--- src/design/iord_pkg.sv ---
// Shared types and constants of the in-flight range overlap detector.
// No dependencies; imported by the top level.
`default_nettype none

package iord_pkg;

  // Input field widths
  localparam int unsigned START_W = 48;
  localparam int unsigned COUNT_W = 16;
  localparam int unsigned TAG_W   = 5;

  // Result field widths
  localparam int unsigned STATUS_W   = 2;
  localparam int unsigned CONFLICT_W = 6;

  // Stream word widths (padded to whole bytes)
  localparam int unsigned IN_DATA_W  = 72;
  localparam int unsigned OUT_DATA_W = 16;

  // Conflict counter saturates here
  localparam logic [CONFLICT_W-1:0] CONFLICT_MAX = '1;

  // Operation carried in in_tuser
  typedef enum logic {
    OP_ISSUE    = 1'b0,
    OP_COMPLETE = 1'b1
  } iord_op_t;

  typedef enum logic [STATUS_W-1:0] {
    ST_OK      = 2'd0,
    ST_FULL    = 2'd1,
    ST_BAD_TAG = 2'd2
  } iord_status_t;

endpackage

`default_nettype wire

--- src/design/iord_ram.sv ---
// Generic single-write, single-read RAM with registered read data.
// No dependencies; holds the range table of the overlap detector.
`default_nettype none

module iord_ram #(
  parameter int unsigned WIDTH = 8,
  parameter int unsigned DEPTH = 32
) (
  input  wire logic                                 clk,
  input  wire logic                                 wr_en,
  input  wire logic [(DEPTH > 1 ? $clog2(DEPTH) : 1)-1:0] wr_addr,
  input  wire logic [WIDTH-1:0]                     wr_data,
  input  wire logic                                 rd_en,
  input  wire logic [(DEPTH > 1 ? $clog2(DEPTH) : 1)-1:0] rd_addr,
  output logic      [WIDTH-1:0]                     rd_data
);

  logic [WIDTH-1:0] mem_r [DEPTH];

  always_ff @(posedge clk) begin
    if (wr_en) begin
      mem_r[wr_addr] <= wr_data;
    end
    if (rd_en) begin
      rd_data <= mem_r[rd_addr];
    end
  end

endmodule

`default_nettype wire

--- src/design/iord_cmp.sv ---
// Shared conflict compare unit: one table entry against the pending request.
// No dependencies; used once per scanned entry by the top level.
`default_nettype none

module iord_cmp #(
  parameter int unsigned SECTOR_BITS = 48
) (
  input  wire logic [SECTOR_BITS-1:0] req_begin,
  input  wire logic [SECTOR_BITS:0]   req_end,
  input  wire logic                   req_write,
  input  wire logic [SECTOR_BITS-1:0] ent_begin,
  input  wire logic [SECTOR_BITS:0]   ent_end,
  input  wire logic                   ent_write,
  output logic                        hit
);

  logic apart;

  // half-open ranges are disjoint when one ends at or before the other starts
  always_comb begin
    apart = (ent_end <= {1'b0, req_begin}) || (req_end <= {1'b0, ent_begin});
    hit   = (ent_write || req_write) && !apart;
  end

endmodule

`default_nettype wire

--- src/design/inflight_range_overlap_detector.sv ---
// Top level of the in-flight range overlap detector: sequencer, valid bits, result register.
// Depends on iord_pkg, iord_ram (range table) and iord_cmp (conflict compare unit).
`default_nettype none

// Keeps a table of TABLE_DEPTH outstanding storage requests, each a half-open
// sector range plus a write flag. An issue word (in_tuser = 0) walks the whole
// table through one shared compare unit, one entry per cycle, counting the valid
// entries that overlap the new range (two reads never conflict) and noting the
// lowest free slot on the way; the request is then written to that slot and the
// slot comes back as its tag. A full table gives status 1 and stores nothing.
// A complete word (in_tuser = 1) frees done_tag, or reports status 2 when that
// tag is not in use. The issue scan is paced by the single table read port and
// the single compare unit. A result is written to the output register once
// that register is free. One word is in work at a time; in_tready is high
// only when the sequencer is idle, and a finished result waits in the output
// register while the next word is accepted.
// The table starts empty after reset, no clearing pass is needed.
module inflight_range_overlap_detector
  import iord_pkg::*;
#(
  parameter int unsigned TABLE_DEPTH = 32,
  parameter int unsigned SECTOR_BITS = 48
) (
  input  wire logic                  clk,
  input  wire logic                  rst_n,
  // in_tdata, low bit up: start_sector[47:0], sector_count[63:48], wr_flag[64],
  // done_tag[69:65], zero pad[71:70]
  input  wire logic                  in_tvalid,
  output logic                       in_tready,
  input  wire logic [IN_DATA_W-1:0]  in_tdata,
  // in_tuser: op (0 issue, 1 complete)
  input  wire logic                  in_tuser,
  // out_tdata, low bit up: status[1:0], slot_tag[6:2], race_found[7],
  // conflict_count[13:8], zero pad[15:14]
  output logic                       out_tvalid,
  input  wire logic                  out_tready,
  output logic [OUT_DATA_W-1:0]      out_tdata
);

  localparam int unsigned IDX_W  = (TABLE_DEPTH > 1) ? $clog2(TABLE_DEPTH) : 1;
  localparam int unsigned ENT_W  = 2 * SECTOR_BITS + 2;
  localparam logic [IDX_W-1:0] LAST_IDX = IDX_W'(TABLE_DEPTH - 1);

  typedef enum logic [1:0] {
    S_IDLE,
    S_SCAN,
    S_LAST,
    S_DONE
  } state_t;

  // ---- input word fields
  logic [START_W-1:0] in_start;
  logic [COUNT_W-1:0] in_count;
  logic               in_write;
  logic [TAG_W-1:0]   in_tag;
  logic [63:0]        start_ext;

  assign in_start  = in_tdata[START_W-1:0];
  assign in_count  = in_tdata[START_W+COUNT_W-1:START_W];
  assign in_write  = in_tdata[START_W+COUNT_W];
  assign in_tag    = in_tdata[START_W+COUNT_W+TAG_W:START_W+COUNT_W+1];
  assign start_ext = 64'(in_start);

  // ---- registers
  state_t                 state_r, state_nxt;
  logic [TABLE_DEPTH-1:0] valid_r, valid_nxt;
  iord_op_t               op_r, op_nxt;
  logic [SECTOR_BITS-1:0] req_begin_r, req_begin_nxt;
  logic [SECTOR_BITS:0]   req_end_r, req_end_nxt;
  logic                   req_write_r, req_write_nxt;
  logic [TAG_W-1:0]       tag_r, tag_nxt;
  logic [IDX_W-1:0]       idx_r, idx_nxt;       // next entry to read
  logic                   chk_vld_r, chk_vld_nxt; // read data in flight is due
  logic [IDX_W-1:0]       chk_idx_r, chk_idx_nxt;
  logic [CONFLICT_W-1:0]  count_r, count_nxt;
  logic                   free_found_r, free_found_nxt;
  logic [IDX_W-1:0]       free_slot_r, free_slot_nxt;
  logic                   out_tvalid_r, out_tvalid_nxt;
  logic [OUT_DATA_W-1:0]  out_tdata_r, out_tdata_nxt;

  // ---- table RAM and compare unit
  logic             ram_wr_en, ram_rd_en;
  logic [ENT_W-1:0] ram_wr_data, ram_rd_data;
  logic             hit;

  iord_ram #(
    .WIDTH (ENT_W),
    .DEPTH (TABLE_DEPTH)
  ) u_table (
    .clk     (clk),
    .wr_en   (ram_wr_en),
    .wr_addr (free_slot_r),
    .wr_data (ram_wr_data),
    .rd_en   (ram_rd_en),
    .rd_addr (idx_r),
    .rd_data (ram_rd_data)
  );

  // entry word: {write, end, begin}
  iord_cmp #(
    .SECTOR_BITS (SECTOR_BITS)
  ) u_cmp (
    .req_begin (req_begin_r),
    .req_end   (req_end_r),
    .req_write (req_write_r),
    .ent_begin (ram_rd_data[SECTOR_BITS-1:0]),
    .ent_end   (ram_rd_data[2*SECTOR_BITS:SECTOR_BITS]),
    .ent_write (ram_rd_data[ENT_W-1]),
    .hit       (hit)
  );

  assign ram_wr_data = {req_write_r, req_end_r, req_begin_r};
  assign ram_rd_en   = (state_r == S_SCAN);

  assign in_tready  = (state_r == S_IDLE);
  assign out_tvalid = out_tvalid_r;
  assign out_tdata  = out_tdata_r;

  // ---- completion tag lookup
  logic             tag_in_range;
  logic [IDX_W-1:0] tag_idx;
  logic             tag_live;
  logic             out_free;

  assign tag_in_range = (32'(tag_r) < 32'(TABLE_DEPTH));
  assign tag_idx      = IDX_W'(tag_r);
  assign tag_live     = tag_in_range && valid_r[tag_idx];
  assign out_free     = !out_tvalid_r || out_tready;

  // ---- sequencer
  always_comb begin
    state_nxt      = state_r;
    valid_nxt      = valid_r;
    op_nxt         = op_r;
    req_begin_nxt  = req_begin_r;
    req_end_nxt    = req_end_r;
    req_write_nxt  = req_write_r;
    tag_nxt        = tag_r;
    idx_nxt        = idx_r;
    chk_vld_nxt    = 1'b0;
    chk_idx_nxt    = chk_idx_r;
    count_nxt      = count_r;
    free_found_nxt = free_found_r;
    free_slot_nxt  = free_slot_r;
    out_tvalid_nxt = out_tvalid_r;
    out_tdata_nxt  = out_tdata_r;
    ram_wr_en      = 1'b0;

    if (out_tvalid_r && out_tready) begin
      out_tvalid_nxt = 1'b0;
    end

    // compare stage: entry read last cycle is checked now
    if (chk_vld_r) begin
      if (valid_r[chk_idx_r]) begin
        if (hit && (count_r != CONFLICT_MAX)) begin
          count_nxt = count_r + 1'b1;
        end
      end else if (!free_found_r) begin
        free_found_nxt = 1'b1;
        free_slot_nxt  = chk_idx_r;
      end
    end

    case (state_r)
      S_IDLE: begin
        if (in_tvalid) begin
          op_nxt         = iord_op_t'(in_tuser);
          req_begin_nxt  = start_ext[SECTOR_BITS-1:0];
          req_end_nxt    = {1'b0, start_ext[SECTOR_BITS-1:0]} + (SECTOR_BITS+1)'(in_count);
          req_write_nxt  = in_write;
          tag_nxt        = in_tag;
          idx_nxt        = '0;
          count_nxt      = '0;
          free_found_nxt = 1'b0;
          free_slot_nxt  = '0;
          state_nxt      = (iord_op_t'(in_tuser) == OP_ISSUE) ? S_SCAN : S_DONE;
        end
      end
      S_SCAN: begin
        chk_vld_nxt = 1'b1;
        chk_idx_nxt = idx_r;
        if (idx_r == LAST_IDX) begin
          state_nxt = S_LAST;
        end else begin
          idx_nxt = idx_r + 1'b1;
        end
      end
      S_LAST: begin
        // last entry is compared this cycle
        state_nxt = S_DONE;
      end
      S_DONE: begin
        if (out_free) begin
          out_tvalid_nxt = 1'b1;
          state_nxt      = S_IDLE;
          if (op_r == OP_COMPLETE) begin
            out_tdata_nxt = '0;
            if (tag_live) begin
              valid_nxt[tag_idx] = 1'b0;
              out_tdata_nxt[STATUS_W-1:0] = ST_OK;
            end else begin
              out_tdata_nxt[STATUS_W-1:0] = ST_BAD_TAG;
            end
          end else if (free_found_r) begin
            ram_wr_en                = 1'b1;
            valid_nxt[free_slot_r]   = 1'b1;
            out_tdata_nxt            = '0;
            out_tdata_nxt[STATUS_W-1:0] = ST_OK;
            out_tdata_nxt[STATUS_W+TAG_W-1:STATUS_W] = TAG_W'(free_slot_r);
            out_tdata_nxt[STATUS_W+TAG_W] = (count_r != '0);
            out_tdata_nxt[STATUS_W+TAG_W+CONFLICT_W:STATUS_W+TAG_W+1] = count_r;
          end else begin
            out_tdata_nxt = '0;
            out_tdata_nxt[STATUS_W-1:0] = ST_FULL;
          end
        end
      end
      default: begin
        state_nxt = S_IDLE;
      end
    endcase
  end

  always_ff @(posedge clk) begin
    if (!rst_n) begin
      state_r      <= S_IDLE;
      valid_r      <= '0;
      chk_vld_r    <= 1'b0;
      out_tvalid_r <= 1'b0;
    end else begin
      state_r      <= state_nxt;
      valid_r      <= valid_nxt;
      chk_vld_r    <= chk_vld_nxt;
      out_tvalid_r <= out_tvalid_nxt;
    end
    op_r         <= op_nxt;
    req_begin_r  <= req_begin_nxt;
    req_end_r    <= req_end_nxt;
    req_write_r  <= req_write_nxt;
    tag_r        <= tag_nxt;
    idx_r        <= idx_nxt;
    chk_idx_r    <= chk_idx_nxt;
    count_r      <= count_nxt;
    free_found_r <= free_found_nxt;
    free_slot_r  <= free_slot_nxt;
    out_tdata_r  <= out_tdata_nxt;
  end

endmodule

`default_nettype wire
--- config.mk ---
export PLATFORM = sky130hd
export DESIGN_NAME = inflight_range_overlap_detector
export DESIGN_NICKNAME = d
export VERILOG_FILES = /design/src/design/iord_pkg.sv /design/src/design/iord_ram.sv /design/src/design/iord_cmp.sv /design/src/design/inflight_range_overlap_detector.sv
export SDC_FILE = /design/constraint.sdc
export NUM_CORES = 2
export LEC_CHECK = 0
export BUFFER_PORTS_ARGS = -buffer_cell sky130_fd_sc_hd__buf_2
export CAP_MARGIN = 20
export CELL_PAD_IN_SITES_DETAIL_PLACEMENT = 1
export CELL_PAD_IN_SITES_GLOBAL_PLACEMENT = 2
export CORE_MARGIN = 2
export CORE_UTILIZATION = 30
export CTS_CLUSTER_SIZE = 25
export DETAILED_ROUTE_END_ITERATION = 10
export PLACE_DENSITY_LB_ADDON = 0.05
export SKIP_CTS_REPAIR_TIMING = 1
export SYNTH_ARGS = -nofsm -noshare
export SYNTH_HDL_FRONTEND = slang
export SYNTH_HIERARCHICAL = 1
export SYNTH_SLANG_ARGS = --single-unit
export TNS_END_PERCENT = 30
--- constraint.sdc ---
create_clock -name clk -period 20.5 [get_ports clk]
set_input_delay 3.075 -clock clk [delete_from_list [all_inputs] [get_ports clk]]
set_output_delay 3.075 -clock clk [all_outputs]
set_load 0.05 [all_outputs]
# After elaboration in Yosys (flattened, before gate mapping)
# Memory sizes are Yosys's and may differ from the RTL's. A register that Yosys moved wholly into a read port is not among the register bits.
# Cells that the tools add are included.
[totals]
ff_bits = 178
ramBits = 3136
in_bits = 77
out_inout_bits = 18
wordCells = 108
mem_count = 1
[op_classes]
n_addsub = 3
magnitude_cmp = 7
n_eq_ne = 10
muxes = 46
bitwise = 4
reduce_logical = 20
[memory_table]
columns = ["name", "depth", "width", "read_ports", "rd_clocked_by_memory_dff", "write_ports", "line", "rtl"]
rows = [
  ["u_table.mem_r", 32, 98, 1, 1, 1, "iord_ram.sv:18", "logic [WIDTH-1:0] mem_r [DEPTH];"],
]
[op_table]
columns = ["cell", "n"]
rows = [
  ["<= comparator 49 x 48 -> 1 bit", 2],
  ["two-way mux 32 bit", 3],
  ["adder 48 x 16 -> 49 bit", 1],
  ["two-way mux 5 bit", 7],
  ["bitwise AND 32 bit", 1],
  ["NOT 32 bit", 1],
  ["bitwise OR 32 bit", 1],
  ["two-way mux 6 bit", 5],
  ["two-way mux 1 bit", 19],
  ["less-than comparator 5 x 6 -> 1 bit (second input constant)", 3],
  ["two-way mux 2 bit", 6],
  ["binary-select mux 1 bit (select 5 bit)", 2],
  ["demux 1 bit (select 5 bit)", 2],
  ["greater-or-equal comparator 5 x 1 -> 1 bit (second input constant)", 2],
  ["case mux 5 bit (2 select lines)", 1],
  ["case mux 2 bit (4 select lines)", 1],
  ["adder 6 x 1 -> 6 bit (second input constant)", 1],
  ["!= test 2 bit (second input constant)", 3],
  ["!= test 6 bit (second input constant)", 1],
  ["AND reduction 3 bit", 2],
  ["nonzero test 6 bit", 1],
  ["adder 5 x 1 -> 5 bit (second input constant)", 1],
  ["== test 5 bit (second input constant)", 1],
  ["logical AND 1 bit", 5],
  ["other kinds (11)", 18],
]

# Longest topological paths before layout
[logic_depth]
word_depth = 10
mapped_depth = 13
mapped_depth_nobuf = 13

# Modules after synthesis
# Netlist, hierarchy kept.
[by_module_without_submodules]
columns = ["mod", "instances", "cells_per_inst", "area_per_inst_um2", "seq_area_each_um2"]
rows = [
  ["iord_ram", 1, 5704, 122025.8, 97113.1],
  ["inflight_range_overlap_detector", 1, 704, 8416.8, 4804.6],
  ["iord_cmp", 1, 341, 2433.6, 0.0],
]

# Worst setup path after synthesis
# OpenSTA, ideal clock, no wires.
[synth_timing]
kind = "input port to flip-flop"
startpoint = "input port out_tready"
endpoint = "memory u_table/mem_r[12][0] in the netlist's numbering, enable pin"
setup_time_ns = 0.556
t_arrival_ns = 8.271
required_ns = 19.944
slack_ns = 11.673
cell_stages = 6
path_buffers = 2
cell_sequence = "nand2b_1 and3_1 clkbuf_1 or3b_2 clkbuf_1 nor2_1"
[synth_between]
elab_chain_len = 5
[synth_lines]
columns = ["element", "line", "rtl"]
rows = [
  ["start: declaration", "inflight_range_overlap_detector.sv:36", "input wire logic out_tready,"],
  ["logical OR 1 bit", "inflight_range_overlap_detector.sv:128", "assign out_free = !out_tvalid_r || out_tready;"],
  ["two-way mux 1 bit", "inflight_range_overlap_detector.sv:194", "if (out_free) begin"],
  ["two-way mux 1 bit", "inflight_range_overlap_detector.sv:165", "case (state_r)"],
  ["net ram_wr_en", "inflight_range_overlap_detector.sv:82", "logic ram_wr_en, ram_rd_en;"],
  ["two-way mux 1 bit", "iord_ram.sv:21", "if (wr_en) begin"],
  ["two-way mux 1 bit (implied by the code)", "iord_ram.sv:22", "mem_r[wr_addr] <= wr_data;"],
  ["end: declaration", "iord_ram.sv:18", ""],
]
# The timed path passes the listed nets, and every way through them passes these cells.

# Worst setup path in the final report
[layout_timing]
startpoint = "input port out_tready"
endpoint = "memory u_table/mem_r[17][62] in the netlist's numbering, enable pin"
[layout_between]
elab_chain_len = 5
[layout_lines]
columns = ["element", "line"]
rows = [
  ["logical OR 1 bit", "inflight_range_overlap_detector.sv:128"],
  ["two-way mux 1 bit", "inflight_range_overlap_detector.sv:194"],
  ["two-way mux 1 bit", "inflight_range_overlap_detector.sv:165"],
  ["two-way mux 1 bit", "iord_ram.sv:21"],
  ["two-way mux 1 bit (implied by the code)", "iord_ram.sv:22"],
]
# Every way passes these cells.

==> results.py <==
metrics = {
    "power": {
        "irDropWorstVdd_v": 0.000108,
        "leakagePower_nw": 49.8,
        "p_per_area_nw_per_um2": 134,
    },
    "route": {
        "drtIter0Drc": 5931,
        "routed_wl_um": 457000,
        "vias": 68500,
        "postRouteAntennaNets": 0,
        "drc": 0,
        "drtPass1Iterations": 7,
        "wire_per_inst_um": 34.0,
        "via_per_inst": 5.10,
    },
    "setup_path": {
        "cp-end-kind": "flip-flop",
        "crit_required_ns": 21.08,
        "crit_fanout": 29,
        "worstSetupPathType": "in2reg",
        "cp-start-kind": "primary input",
        "cp_data_arrival_time_ns": 6.68,
    },
    "floorplanning": {
        "die-width_um": 670,
        "io_pins": 95,
        "initial_core_util_pct": 30.1,
        "core_area_um2": 441000,
        "rows": 244,
        "die_h_um": 670,
        "die-area_um2": 448000,
    },
    "synth": {
        "yosysWarnings": 6,
        "yosysUniqueCellTypes": 82,
        "synth_edf_count": 3362,
        "synth_top_area_cell": "edfxtp_1",
        "netlist_top_cells_count": "edfxtp_1, mux2i_1, a22oi_1",
        "synth_top_cells_by_area": "edfxtp_1, mux4_2, mux2i_1",
        "syn_area_um2": 133000,
        "synthArstFlopShare_pct": 0,
        "synth_top_area_share_pct": 76.0,
        "synth-seq-area-share_pct": 76.7,
        "avgSynthCellArea_um2": 19.7,
        "synth_cells": 6749,
        "synth_most_common_cell": "edfxtp_1",
        "yosys_most_used_dff": "edfxtp_1",
        "ys_ff_latch": 3410,
    },
    "placement": {
        "placed_cell_area_um2": 142000,
        "portBuffers": 90,
        "dp_slack_ns": 13.27,
        "placed_cells": 12700,
        "hpwl_um": 252000,
        "place_congestion": 0.726,
    },
    "clocking": {
        "cts_root_buffer": "clkbuf_16",
        "numCtsBuffers": 401,
        "cts_tree": "built",
        "clk_latency_ns": 0.99,
        "cts.clk_slew.worst_paths_ns": 0.06,
        "cts.path.max_buffers": 4,
        "htreeDepth": 5,
        "cts.sinks": 3410,
    },
    "timing": {
        "drv_slew": 0,
        "setup_viol": 0,
        "hold_violations": 0,
        "fmaxAchievable_ghz": 0.164,
        "fin_ws_ns": 14.40,
        "rsz0062_at_grt": "false",
        "finalCriticalPeriod_ns": 6.10,
        "fin_skew_ns": 0.0600,
        "relSlewSlack_pct": 14.9,
        "finalCritPeriodShare_pct": 29.8,
        "tightest_slew_ns": 1.28,
        "tns_ns": 0,
    },
    "hold_path": {
        "holdCritPathClass": "reg2reg",
    },
    "final_layout": {
        "fin_area_um2": 155000,
        "nets": 7385,
        "area_delta_synth_final_pct": 16.9,
        "drive_above_1_share_pct": 19.0,
        "final_util_pct": 35.2,
        "finalNonFillerCells": 13400,
    },
    "global_routing": {
        "grt_overflow": 0,
        "gr-usage-met2_pct": 34.1,
        "met1_usage_pct": 27.8,
        "track_usage_pct": 20.0,
        "met3_usage_pct": 2.34,
        "grt_pass1_vias": 72800,
        "antenna_found_initial": 39,
        "grt_max_degree": 131,
        "grt-busiest-layer": "met2",
        "grt_pass1_wl_um": 623000,
    },
    "run_status": {
        "status": "finished, final reports clean",
    },
    "flow_run": {
        "maxCapViolations": 0,
    },
}
[critical path, stage by stage]
cell and delay [ns]:
buf_2 0.09, nand2b_1 0.14, and3_1 0.40, nand3b_1 0.13
buf_4 0.24, nor2_4 0.80, buf_4 0.77, buf_4 0.79
[state kept, by name, summed over array words and instances, names as in the netlist, 2 cells and up]
| signal | cells |
|---|---|
| u_table/mem_r | 3136 |
| req_end_r | 49 |
| req_begin_r | 48 |
| out_tdata | 14 |
| chk_idx_r | 5 |
| count_r | 6 |
| valid_r | 32 |
| free_slot_r | 5 |
| idx_r | 5 |
| u_table/rd_data | 98 |
| state_r | 2 |
| tag_idx | 5 |
[metrics by stage]
stage                     power (mW)  hold slack, ns
final                           20.8           0.502
after detailed placement        14.1           0.491
after CTS                       21.2           0.501
after global placement          14.0           0.480
after floorplan                 11.8           0.451
after global routing            21.7           0.545
[cells by family after synthesis]
kind of cell	after synthesis	synth area share (%)
buffers and inverters	467	1.70
adder cells (fa/ha/maj)	121	1.15
AND/OR/NAND/NOR	647	2.48
other	1	0.00282
flip-flops	3410	76.7
XOR/XNOR	44	0.290
AO/OA/AOI/OAI	855	4.73
multiplexers	1204	13.0
[metal layers]
layer  vias to the layer above  part of all wire [%]
li1                      28900                     -
met1                     37900                    46
met2                      1284                    49
met3                       467                   3.5
met4                         0                   1.7
met5                         -                     0
[layout by cell type (no fill, tap or decap), types with 56 or more instances in the layout]
master	n
edfxtp_1	3362
mux2i_1	790
a22oi_1	502
mux4_2	412
clkbuf_16	406
buf_4	232
nand3_1	220
ha_1	119
inv_1	115
clkinv_1	98
buf_2	90
clkbuf_1	87
nor2_1	86
nand2_1	81
clkinv_2	75
a21oi_1	68
a31oi_1	67
nand4_1	64
a22o_1	56
[power breakdown]
group	switching (mW)	leakage (nW)	internal (mW)
Clock	2.95	6.19	4.04
Combinational	3.58	12.9	1.88
Sequential	0.181	30.7	8.22
[final timing paths]
kind | startpoint | to | slack [ns] | cells past startpoint
setup reg to reg | req_begin_r[24] | count_r[5] | 15.19 | 15
hold reg to reg | valid_r[26] | valid_r[26] | 0.50 | 2
setup / recovery | out_tready | u_table/mem_r[17][62] | 14.40 | 8
hold / removal | valid_r[26] | valid_r[26] | 0.50 | 2
[final cells by class]
type | count | area [µm²]
clock inverter | 238 | 2170
antenna | 12 | 30.0
tap | 5904 | 7390
inverter | 116 | 443
multi-input combinational | 2873 | 29100
clock buffer | 494 | 10500
sequential | 3410 | 102000
timing repair buffer | 385 | 3700
fill | 43200 | 286000
No activity file was read; power rests on OpenSTA's default activity.
